**src/hdl/teq_pkg.sv**
```systemverilog
package teq_pkg;
   localparam int QUEUE_DEPTH = 64;
   localparam int TIME_BITS = 48;
   localparam int IDX_BITS = $clog2(QUEUE_DEPTH);
   localparam int CNT_BITS = $clog2(QUEUE_DEPTH + 1);

   localparam logic [1:0] CMD_SCHEDULE = 2'd0;
   localparam logic [1:0] CMD_CANCEL   = 2'd1;
   localparam logic [1:0] CMD_NEXT     = 2'd2;
   localparam logic [1:0] CMD_CLEAR    = 2'd3;

   localparam logic [2:0] OUT_SCHEDULED = 3'd0;
   localparam logic [2:0] OUT_CANCELLED = 3'd1;
   localparam logic [2:0] OUT_NOT_FOUND = 3'd2;
   localparam logic [2:0] OUT_DISPATCHED = 3'd3;
   localparam logic [2:0] OUT_DROPPED = 3'd4;
   localparam logic [2:0] OUT_EMPTY = 3'd5;
   localparam logic [2:0] OUT_FULL = 3'd6;

   // Commands from the controller to the datapath.
   typedef struct packed {
      logic load;        // capture the request
      logic scan_start;  // begin a slot scan
      logic scan_step;   // advance scan by one slot
      logic finish;      // apply the command and build the result
   } ctrl_type;

   typedef struct packed {
      logic scan_done;
   } stat_type;
endpackage

```
**src/hdl/teq_control.sv**
```systemverilog
module teq_control (
   input  logic clock,
   input  logic reset,
   input  logic req_valid,
   output logic req_ready,
   output logic rsp_valid,
   input  logic rsp_ready,
   output teq_pkg::ctrl_type ctrl,
   input  teq_pkg::stat_type stat
);
   import teq_pkg::*;

   typedef enum logic [1:0] {S_IDLE, S_START, S_SCAN, S_OUT} state_type;
   state_type state_ff;
   logic rsp_valid_ff;

   assign req_ready = (state_ff == S_IDLE);
   assign rsp_valid = rsp_valid_ff;

   always_comb begin
      ctrl = '0;
      ctrl.load = req_valid && req_ready;
      ctrl.scan_start = (state_ff == S_START);
      ctrl.scan_step = (state_ff == S_SCAN);
      ctrl.finish = (state_ff == S_SCAN) && stat.scan_done;
   end

   always_ff @(posedge clock) begin
      if (reset) begin
         state_ff <= S_IDLE;
         rsp_valid_ff <= 1'b0;
      end else begin
         case (state_ff)
            S_IDLE: if (req_valid) state_ff <= S_START;
            S_START: state_ff <= S_SCAN;
            S_SCAN: begin
               if (stat.scan_done) begin
                  state_ff <= S_OUT;
                  rsp_valid_ff <= 1'b1;
               end
            end
            S_OUT: begin
               if (rsp_ready) begin
                  rsp_valid_ff <= 1'b0;
                  state_ff <= S_IDLE;
               end
            end
            default: state_ff <= S_IDLE;
         endcase
      end
   end
endmodule

```
**config.mk**
```make
export PLATFORM = sky130hd
export DESIGN_NAME = teq_control
export DESIGN_NICKNAME = d
export VERILOG_FILES = /design/src/hdl/teq_pkg.sv /design/src/hdl/teq_control.sv
export SDC_FILE = /design/constraint.sdc
export NUM_CORES = 1
export LEC_CHECK = 0
export BUFFER_PORTS_ARGS = -buffer_cell sky130_fd_sc_hd__buf_4
export CORE_AREA = 2 2 39 41
export DETAILED_ROUTE_END_ITERATION = 10
export DIE_AREA = 0 0 41 43
export PLACE_DENSITY_LB_ADDON = 0.12
export SYNTH_ARGS = -nofsm -noshare
export SYNTH_HDL_FRONTEND = slang
export SYNTH_SLANG_ARGS = --single-unit
```
**constraint.sdc**
```tcl
create_clock -name clock -period 1.2 [get_ports clock]
set_input_delay 0.24 -clock clock [delete_from_list [all_inputs] [get_ports clock]]
set_output_delay 0.24 -clock clock [all_outputs]
set_load 0.05 [all_outputs]
```
==> results of run 1 <==
==> through the flow <==
stage               TNS (ns)  util (%)
finish                -0.552      37.4
global route          -0.885      37.4
CTS                   -0.615      36.1
detailed placement    -0.112      28.1
global placement      -0.109      28.1
floorplan                  0         -
==> placed cells by master, fill, tap and decap left out <==
cell,instances
a32oi_1,1
buf_4,13
nand2b_1,2
buf_6,2
dfxtp_4,2
inv_1,1
ha_1,1
inv_6,1
nand2_1,2
nor4_2,1
nor2_1,1
a211oi_2,1
inv_4,1
clkbuf_1,1
clkbuf_4,3
dfxtp_1,1
nor2b_2,2
ha_2,1
ha_4,3
mux2i_1,1
buf_8,3
and2_4,2
or2_2,1
a211o_1,1
==> logic make-up after synthesis <==
group                    count (synthesis)  share of synthesized area (%)
AND/OR/NAND/NOR                         11                           27.0
adder cells (fa/ha/maj)                  5                           27.0
AO/OA/AOI/OAI                            3                           10.8
buffers and inverters                    3                           4.86
flip-flops                               3                           25.9
multiplexers                             1                           4.32
==> layer usage <==
| metal | vias to the layer above | GRT usage (%) | share of wire [%] |
|---|---|---|---|
| li1 | 131 | - | - |
| met1 | 108 | 8.95 | 43 |
| met2 | 8 | 11.3 | 47 |
| met3 | 0 | 4.71 | 9.8 |
| met4 | 0 | 4.00 | 0 |
| met5 | - | 0 | 0 |
==> where the power goes <==
part	internal, W	switching (W)	total, W	leakage [nW]
clock network	0.000124	0.0000443	0.000168	0.0150
logic	0.000533	0.000561	0.00109	0.188
registers	0.000159	0.0000659	0.000225	0.0259
total	0.000816	0.000671	0.00149	0.229
==> area by class of cell <==
type / instances / share of cell area [%]
clock buffer: 4 / 5.07
inverter: 3 / 3.62
multi-input combinational: 20 / 42.5
sequential: 3 / 13.0
tap: 16 / 3.86
timing repair buffer: 18 / 31.9
==> worst paths after layout <==
path,startpoint,end,slack (ns)
setup / recovery,state_ff[1]$_SDFFE_PP0P_,ctrl[3],-0.11
hold / removal,reset,state_ff[0]$_SDFFE_PP0P_,0.19
setup reg to reg,state_ff[1]$_SDFFE_PP0P_,state_ff[0]$_SDFFE_PP0P_,-0.08
hold reg to reg,rsp_valid$_SDFFE_PP0P_,rsp_valid$_SDFFE_PP0P_,0.50
==> registers in the layout (all words and copies together) (netlist names) <==
name,flops
rsp_valid,1
state_ff,2
==> worst register-to-register path: stages, from the launching register on <==
cell and delay (ns):
dfxtp_4 0.36, ha_2 0.18, nor2b_2 0.16, a211o_1 0.31, a211oi_2 0.19
==> repair_timing <==
item                                    4_1_cts  5_1_grt
setup buffers                                 2        1
resized for setup                            17        4
endpoints found under the setup margin        7        7
pin swaps                                     3        2
==> run_results.csv, run 1 <==
group,metric,value,unit
timing,rsz0062_at_grt,"true",
clock_tree,cts_inserted_buffers,3,
timing,max_freq,761,MHz
power_and_ir_drop,powerDensity,2870,nW/µm²
placed_design,dpl.cell_count,57,
yosys,syn_nets,36,
setup_path,path_max_fanout,5,
placed_design,hpwl,440,µm
drt,drtAntennaViolNets,0,
setup_path,path_cells,"inv_4, ha_4, and2_4, buf_8",
floorplanning,dieArea,1760,µm²
placed_design,dp_slack,-0.0918,ns
placed_design,dpl-instance-area,389,µm²
clock_tree,clock_path_buffers,2,
power_and_ir_drop,power,0.00149,W
drt,drc_errors,0,
yosys,async_flop_share,0,%
job,maxCapViolCount,0,
placed_design,portBuffers,10,
power_and_ir_drop,vdd_ir_drop_max,0.856,mV
setup_path,crit_cells,4,
placed_design,gp_congestion,0.713,
floorplanning,coreArea,1380,µm²
floorplanning,io_pins,11,
yosys,yosys_warnings,0,
setup_path,cp_top_family,"flip-flops",
timing,min_period,1.31,ns
clock_tree,cts_tree,"done",
setup_path,crit_arrival,1.07,ns
final_layout,stdcell_count,64,
final_layout,diodes,0,
drt,drtIter0Drc,0,
yosys,yosysSeqAreaShare,25.9,%
yosys,synth_top_cell_area_share,27.0,%
min_path,whs_path_depth,2,
clock_tree,clk_latency,0.23,ns
yosys,syn_avg_cell_area,8.90,µm²
yosys,synthTopCellsByArea,"ha_1 27%, dfxtp_1 26%, nand2b_1 5.4%",
grt,grt_pass1_wl,903,µm
setup_path,r2r_cells,4,
min_path,hold_path_class,"primary input to register",
yosys,ys_top_cells_by_count,"5 x ha_1, 3 x dfxtp_1, 3 x inv_1",
yosys,ys_ff_latch,3,
drt,wl_per_cell,8.48,µm
grt,grt_use_total,7.92,%
yosys,synth_cell_type_count,15,
yosys,yosysMostFrequentCell,"ha_1",
yosys,synth_area,231,µm²
grt,grt_max_degree,6,
setup_path,start_kind,"register",
clock_tree,cts-root-buf,"clkbuf_4",
grt,grt-ovfl-total,0,
timing,setup_viol,7,
drt,vias,247,
setup_path,crit_slowest_cell,"dfxtp_4",
timing,slew_viol_final,0,
final_layout,num-fill-cells,143,
final_layout,ff_latch_area,67.6,µm²
grt,grt_pass1_vias,231,
floorplanning,initial_core_util,16.7,%
final_layout,multiInputGateArea,220,µm²
setup_path,critical-path-max-stage-delay,0.38,ns
timing,fin_crit_sh,109,%
timing,worstMarginPinSlew,0.280,ns
drt,drtPass1Iterations,1,
grt,antenna_found_initial,0,
final_layout,areaGrowthSynthToFinish,124,%
outcome,outcome,"complete, but fails checks",
setup_path,path_class,"register to output pin",
floorplanning,fp.dieH,43,µm
setup_path,end_kind,"output pin",
yosys,synth_edf_count,0,
timing,max-slew-margin-rel,81.2,%
yosys,synth_top_cell_by_area,"ha_1",
setup_path,required,0.96,ns
final_layout,postLayoutCellArea,518,µm²
final_layout,final_layout_size_suffix_gt1_share,75.0,%
clock_tree,htreeDepth,1,
timing,clock_skew,0.00346,ns
timing,hold_violations,0,
final_layout,layout.nets,59,
drt,drt_wl_total,543,µm
outcome,violations,"setup timing",
drt,viasPerCell,3.86,
clock_tree,clk_pin_slew,0.03,ns
yosys,syn_inst,26,
yosys,synthFlopType,"dfxtp_1",
power_and_ir_drop,leakage,0.229,nW
setup_path,crit_buf_inv,2,
floorplanning,die_x,41,µm
timing,holdWs,0.194,ns
clock_tree,hold_buffers,0,
clock_tree,cts_sinks,3,
floorplanning,rows,14,
timing,layout_setup_ws,-0.113,ns
(Power assumes the default switching activity.)
==> run 2: changes to the inputs <==
==> constraint.sdc (replaced) <==
create_clock -name clock -period 1.4 [get_ports clock]
set_input_delay 0.28 -clock clock [delete_from_list [all_inputs] [get_ports clock]]
set_output_delay 0.28 -clock clock [all_outputs]
set_load 0.05 [all_outputs]
==> run_results.csv, run 2 (synthesis results as in run 1) <==
group,metric,value,unit
outcome,outcome,"completed",
floorplanning,io_pins,11,
final_layout,final_layout_size_suffix_gt1_share,64.3,%
timing,slew_viol_final,0,
final_layout,diodes,0,
drt,wl_per_cell,9.91,µm
power_and_ir_drop,power,0.00109,W
placed_design,dp_slack,-0.00579,ns
floorplanning,dieArea,1760,µm²
floorplanning,rows,14,
timing,max-slew-margin-rel,77.6,%
drt,drtAntennaViolNets,0,
drt,drtIter0Drc,0,
min_path,hold_path_class,"primary input to register",
drt,vias,225,
placed_design,gp_congestion,0.669,
placed_design,dpl.cell_count,52,
power_and_ir_drop,leakage,0.192,nW
clock_tree,cts-root-buf,"clkbuf_4",
grt,grt-ovfl-total,0,
power_and_ir_drop,vdd_ir_drop_max,0.786,mV
final_layout,fin_util,31.2,%
job,maxCapViolCount,0,
setup_path,start_kind,"register",
floorplanning,die_x,41,µm
floorplanning,fp.dieH,43,µm
setup_path,path_max_fanout,4,
placed_design,portBuffers,10,
final_layout,largest_reg_flops,2,
drt,viasPerCell,3.88,
timing,clock_skew,0.00168,ns
final_layout,final_common_cell,"buf_4",
setup_path,end_kind,"output pin",
timing,setup_viol,0,
final_layout,layout.nets,53,
power_and_ir_drop,power_frac_comb,69.7,%
clock_tree,htreeDepth,1,
setup_path,crit_arrival,1.10,ns
clock_tree,cts_inserted_buffers,3,
grt,antenna_found_initial,0,
grt,grt_pass1_wl,848,µm
setup_path,path_class,"register to output pin",
clock_tree,clk_pin_slew,0.03,ns
timing,max_freq,725,MHz
power_and_ir_drop,clkPwrFrac,13.5,%
clock_tree,clk_latency,0.23,ns
timing,hold_violations,0,
floorplanning,initial_core_util,16.7,%
grt,grt_pass1_vias,198,
timing,rsz0062_at_grt,"true",
clock_tree,cts_sinks,3,
final_layout,mostFrequentLayoutCells,"10 x buf_4, 3 x clkbuf_4",
floorplanning,coreArea,1380,µm²
power_and_ir_drop,powerDensity,2530,nW/µm²
power_and_ir_drop,seq_power_share,16.8,%
clock_tree,clock_path_buffers,2,
grt,grt_max_degree,6,
timing,fin_crit_sh,98.5,%
setup_path,required,1.12,ns
drt,drt_wl_total,575,µm
power_and_ir_drop,switching_power,0.000537,W
power_and_ir_drop,swShare,49.2,%
final_layout,stdcell_count,58,
timing,worstMarginPinSlew,0.333,ns
final_layout,areaGrowthSynthToFinish,86.5,%
placed_design,hpwl,419,µm
final_layout,largest-register,"state_ff",
timing,min_period,1.38,ns
timing,finalSetupTns,0,ns
drt,drtPass1Iterations,1,
clock_tree,cts_tree,"done",
drt,drc_errors,0,
power_and_ir_drop,p_int,0.000555,W
grt,grt_use_total,7.82,%
timing,layout_setup_ws,0.0204,ns
[run 2: metal layers]
| layer | vias to the layer above | global-route usage [%] | share of wire, % |
|---|---|---|---|
| met5 | - | 0 | 0 |
| met4 | 0 | 6.00 | 0 |
| met3 | 0 | 4.71 | 5.2 |
| met2 | 7 | 10.6 | 54 |
| met1 | 99 | 8.31 | 41 |
| li1 | 119 | - | - |
[run 2: critical path, cell delays in order (launching register included)]
cell and delay [ns]:
dfxtp_2 0.35, inv_4 0.05, ha_2 0.18, and2_4 0.15, buf_8 0.14
[run 2: what timing repair did]
action | CTS | global route
gates resized for setup | 11 | 7
pin swaps | 0 | 3
endpoints found under the setup margin | 5 | 5
setup buffers | 1 | 1
hold buffers | 0 | 0
[run 2: final timing paths]
kind / from / to / slack [ns] / cells past startpoint
worst max-delay path: state_ff[0]$_SDFFE_PP0P_ / ctrl[0] / 0.02 / 4
worst min-delay path: reset / state_ff[0]$_SDFFE_PP0P_ / 0.22 / 2
worst max register to register: state_ff[0]$_SDFFE_PP0P_ / state_ff[0]$_SDFFE_PP0P_ / 0.05 / 5
worst min register to register: rsp_valid$_SDFFE_PP0P_ / rsp_valid$_SDFFE_PP0P_ / 0.50 / 2
[run 2: power groups by stage]
stage          Sequential, W  Clock, W  Combinational [W]
3_3_place_gp        0.000152         0           0.000622
3_5_place_dp        0.000151         0           0.000620
5_1_grt             0.000190  0.000173           0.000814
6_report            0.000183  0.000148           0.000761
4_1_cts             0.000157  0.000157           0.000717
2_1_floorplan       0.000169         0           0.000460
[run 2: stage by stage]
stage / cell area [µm²] / hold slack [ns]
finish: 432 / 0.224
global route: 432 / 0.210
CTS: 398 / 0.214
detailed placement: 332 / 0.468
global placement: 332 / 0.474
floorplan: 236 / 0.352
[run 2: final cells by class]
class,instances,area [µm²]
fillers,147,952
multi-input cells,20,199
repair buffers,12,105
flip-flops and latches,3,65.1
clock buffers,4,26.3
well taps,16,20.0
inverters,3,16.3
==> run 3: changes to the inputs <==
--- a/config.mk
+++ b/config.mk
@@ -6,10 +6,11 @@
 export NUM_CORES = 1
 export LEC_CHECK = 0
 export BUFFER_PORTS_ARGS = -buffer_cell sky130_fd_sc_hd__buf_4
+export CAP_MARGIN = 0
 export CORE_AREA = 2 2 39 41
 export DETAILED_ROUTE_END_ITERATION = 10
 export DIE_AREA = 0 0 41 43
-export PLACE_DENSITY_LB_ADDON = 0.12
+export PLACE_DENSITY = 0.46
 export SYNTH_ARGS = -nofsm -noshare
 export SYNTH_HDL_FRONTEND = slang
 export SYNTH_SLANG_ARGS = --single-unit
==> constraint.sdc (replaced) <==
create_clock -name clock -period 1.56 [get_ports clock]
set_input_delay 0.312 -clock clock [delete_from_list [all_inputs] [get_ports clock]]
set_output_delay 0.312 -clock clock [all_outputs]
set_load 0.05 [all_outputs]
==> run_results.csv, run 3 (synthesis results as in run 1) <==
group,metric,value,unit
setup_path,worstReg2RegStart,"state_ff[0]$_SDFFE_PP0P_",
grt,grt-ovfl-total,0,
power_and_ir_drop,vdd_ir_drop_max,0.718,mV
min_path,hold_path_class,"primary input to register",
grt,gr-max-usage-layer,"met4",
timing,setup_viol,0,
timing,rsz0062_at_grt,"false",
min_path,min_to,"rsp_valid$_SDFFE_PP0P_",
final_layout,areaGrowthSynthToFinish,57.8,%
timing,holdWs,0.265,ns
power_and_ir_drop,switching_power,0.000417,W
power_and_ir_drop,leakage,0.176,nW
setup_path,crit_arrival,1.18,ns
grt,use_met2,8.75,%
setup_path,start_kind,"register",
clock_tree,cts_tree,"done",
timing,min_period,1.49,ns
clock_tree,clock_path_buffers,2,
clock_tree,cts-root-buf,"clkbuf_4",
clock_tree,cts_inserted_buffers,3,
final_layout,largest-register,"state_ff",
clock_tree,cts_sinks,3,
drt,drt_wl_total,472,µm
floorplanning,rows,14,
setup_path,r2r_cells,5,
clock_tree,hold_buffers,0,
power_and_ir_drop,power_frac_comb,66.1,%
job,maxCapViolCount,0,
drt,drtAntennaViolNets,0,
power_and_ir_drop,clkPwrFrac,15.9,%
timing,fin_crit_sh,95.5,%
drt,drc_errors,0,
clock_tree,clk_latency,0.23,ns
power_and_ir_drop,power,0.000827,W
timing,slew_viol_final,0,
clock_tree,htreeDepth,1,
grt,grt_pass1_wl,676,µm
floorplanning,io_pins,11,
grt,antenna_found_initial,0,
min_path,whs_path_depth,2,
setup_path,path_max_fanout,4,
placed_design,portBuffers,10,
final_layout,final_common_cell,"buf_4",
power_and_ir_drop,powerDensity,2260,nW/µm²
setup_path,required,1.25,ns
timing,max_freq,671,MHz
setup_path,r2r_end,"state_ff[0]$_SDFFE_PP0P_",
placed_design,dpl-instance-area,330,µm²
final_layout,stdcell_count,56,
floorplanning,dieArea,1760,µm²
setup_path,path_class,"register to output pin",
final_layout,largest_reg_flops,2,
timing,clock_skew,0.00138,ns
grt,grt_max_degree,6,
floorplanning,initial_core_util,16.7,%
outcome,outcome,"completed",
min_path,worstHoldStart,"reset",
grt,use_met1,5.13,%
drt,vias,215,
setup_path,r2r_slack,0.19,ns
final_layout,layout.nets,51,
drt,wl_per_cell,8.43,µm
timing,finalSetupTns,0,ns
final_layout,mostFrequentLayoutCells,"9 x buf_4, 4 x ha_1, 3 x clkbuf_4",
placed_design,gp_congestion,0.654,
floorplanning,fp.dieH,43,µm
placed_design,dpl.cell_count,52,
floorplanning,coreArea,1380,µm²
timing,max-slew-margin-rel,84.2,%
timing,worstMarginPinSlew,0.235,ns
timing,hold_violations,0,
power_and_ir_drop,swShare,50.4,%
grt,grt_pass1_vias,203,
power_and_ir_drop,seq_power_share,18.0,%
floorplanning,die_x,41,µm
final_layout,final_layout_size_suffix_gt1_share,50.0,%
grt,use_met3,3.66,%
clock_tree,cts_setup_buffers,0,
power_and_ir_drop,p_int,0.000410,W
grt,grt_use_total,6.62,%
final_layout,diodes,0,
drt,viasPerCell,3.84,
drt,drtIter0Drc,0,
clock_tree,clk_pin_slew,0.03,ns
setup_path,end_kind,"output pin",
final_layout,postLayoutCellArea,365,µm²
drt,drtPass1Iterations,1,
==> run 3: changes by cell type in the layout (fill, tap and decap cells not counted), moves of 2 or more <==
cell and delta:
buf_8 -2, and2_2 +2, ha_1 +2, and2_4 -2, inv_4 -2, ha_4 -2
==> run 3: power by group through the flow <==
stage / clock (W) / sequential, W / combinational, W
6_report: 0.000132 / 0.000149 / 0.000547
5_1_grt: 0.000148 / 0.000152 / 0.000588
4_1_cts: 0.000141 / 0.000141 / 0.000547
3_5_place_dp: 0 / 0.000138 / 0.000544
3_3_place_gp: 0 / 0.000137 / 0.000549
2_1_floorplan: 0 / 0.000152 / 0.000406
==> run 3: worst max-delay path, stage by stage (launching register included) <==
cell     delay, ns
dfxtp_2       0.34
inv_2         0.06
ha_1          0.19
and2_2        0.18
buf_4         0.18
==> run 3: worst max-delay path by stage <==
stage / cells after the start / start / endpoint / slack (ns)
4_1_cts: 4 / state_ff[0]$_SDFFE_PP0P_ / ctrl[0] / 0.01
5_1_grt: 4 / state_ff[0]$_SDFFE_PP0P_ / ctrl[0] / 0.008
2_1_floorplan: 3 / state_ff[0]$_SDFFE_PP0P_ / ctrl[3] / 0.1
3_5_place_dp: 5 / state_ff[0]$_SDFFE_PP0P_ / state_ff[0]$_SDFFE_PP0P_ / 0.13
6_report: 4 / state_ff[0]$_SDFFE_PP0P_ / ctrl[0] / 0.07
3_3_place_gp: 5 / state_ff[0]$_SDFFE_PP0P_ / state_ff[0]$_SDFFE_PP0P_ / 0.11
==> run 3: final cells by class <==
class                      count  area (µm²)
sequential                     3        65.1
clock buffer                   4        26.3
inverter                       3        11.3
timing repair buffer          10        78.8
fill                         165        1020
multi-input combinational     20         164
tap                           16        20.0
==> run 3: what timing repair did <==
item,CTS,global route
setup endpoints to repair,2,2
resized for setup,2,3
cloned,0,0
==> run 3: stage by stage <==
stage,utilization (%),worst slack [ns]
after CTS,25.9,0.0115
after global routing,26.4,0.00826
after floorplan,-,0.0959
after global placement,23.9,0.113
final,26.4,0.0699
after detailed placement,23.9,0.134
==> run 3: layer usage <==
layer / part of all wire, % / wire length, µm / vias to the layer above
met5: 0 / 0 / -
met4: 2.1 / 10 / 0
met3: 13 / 59 / 2
met2: 50 / 234 / 6
met1: 36 / 168 / 93
li1: - / - / 114
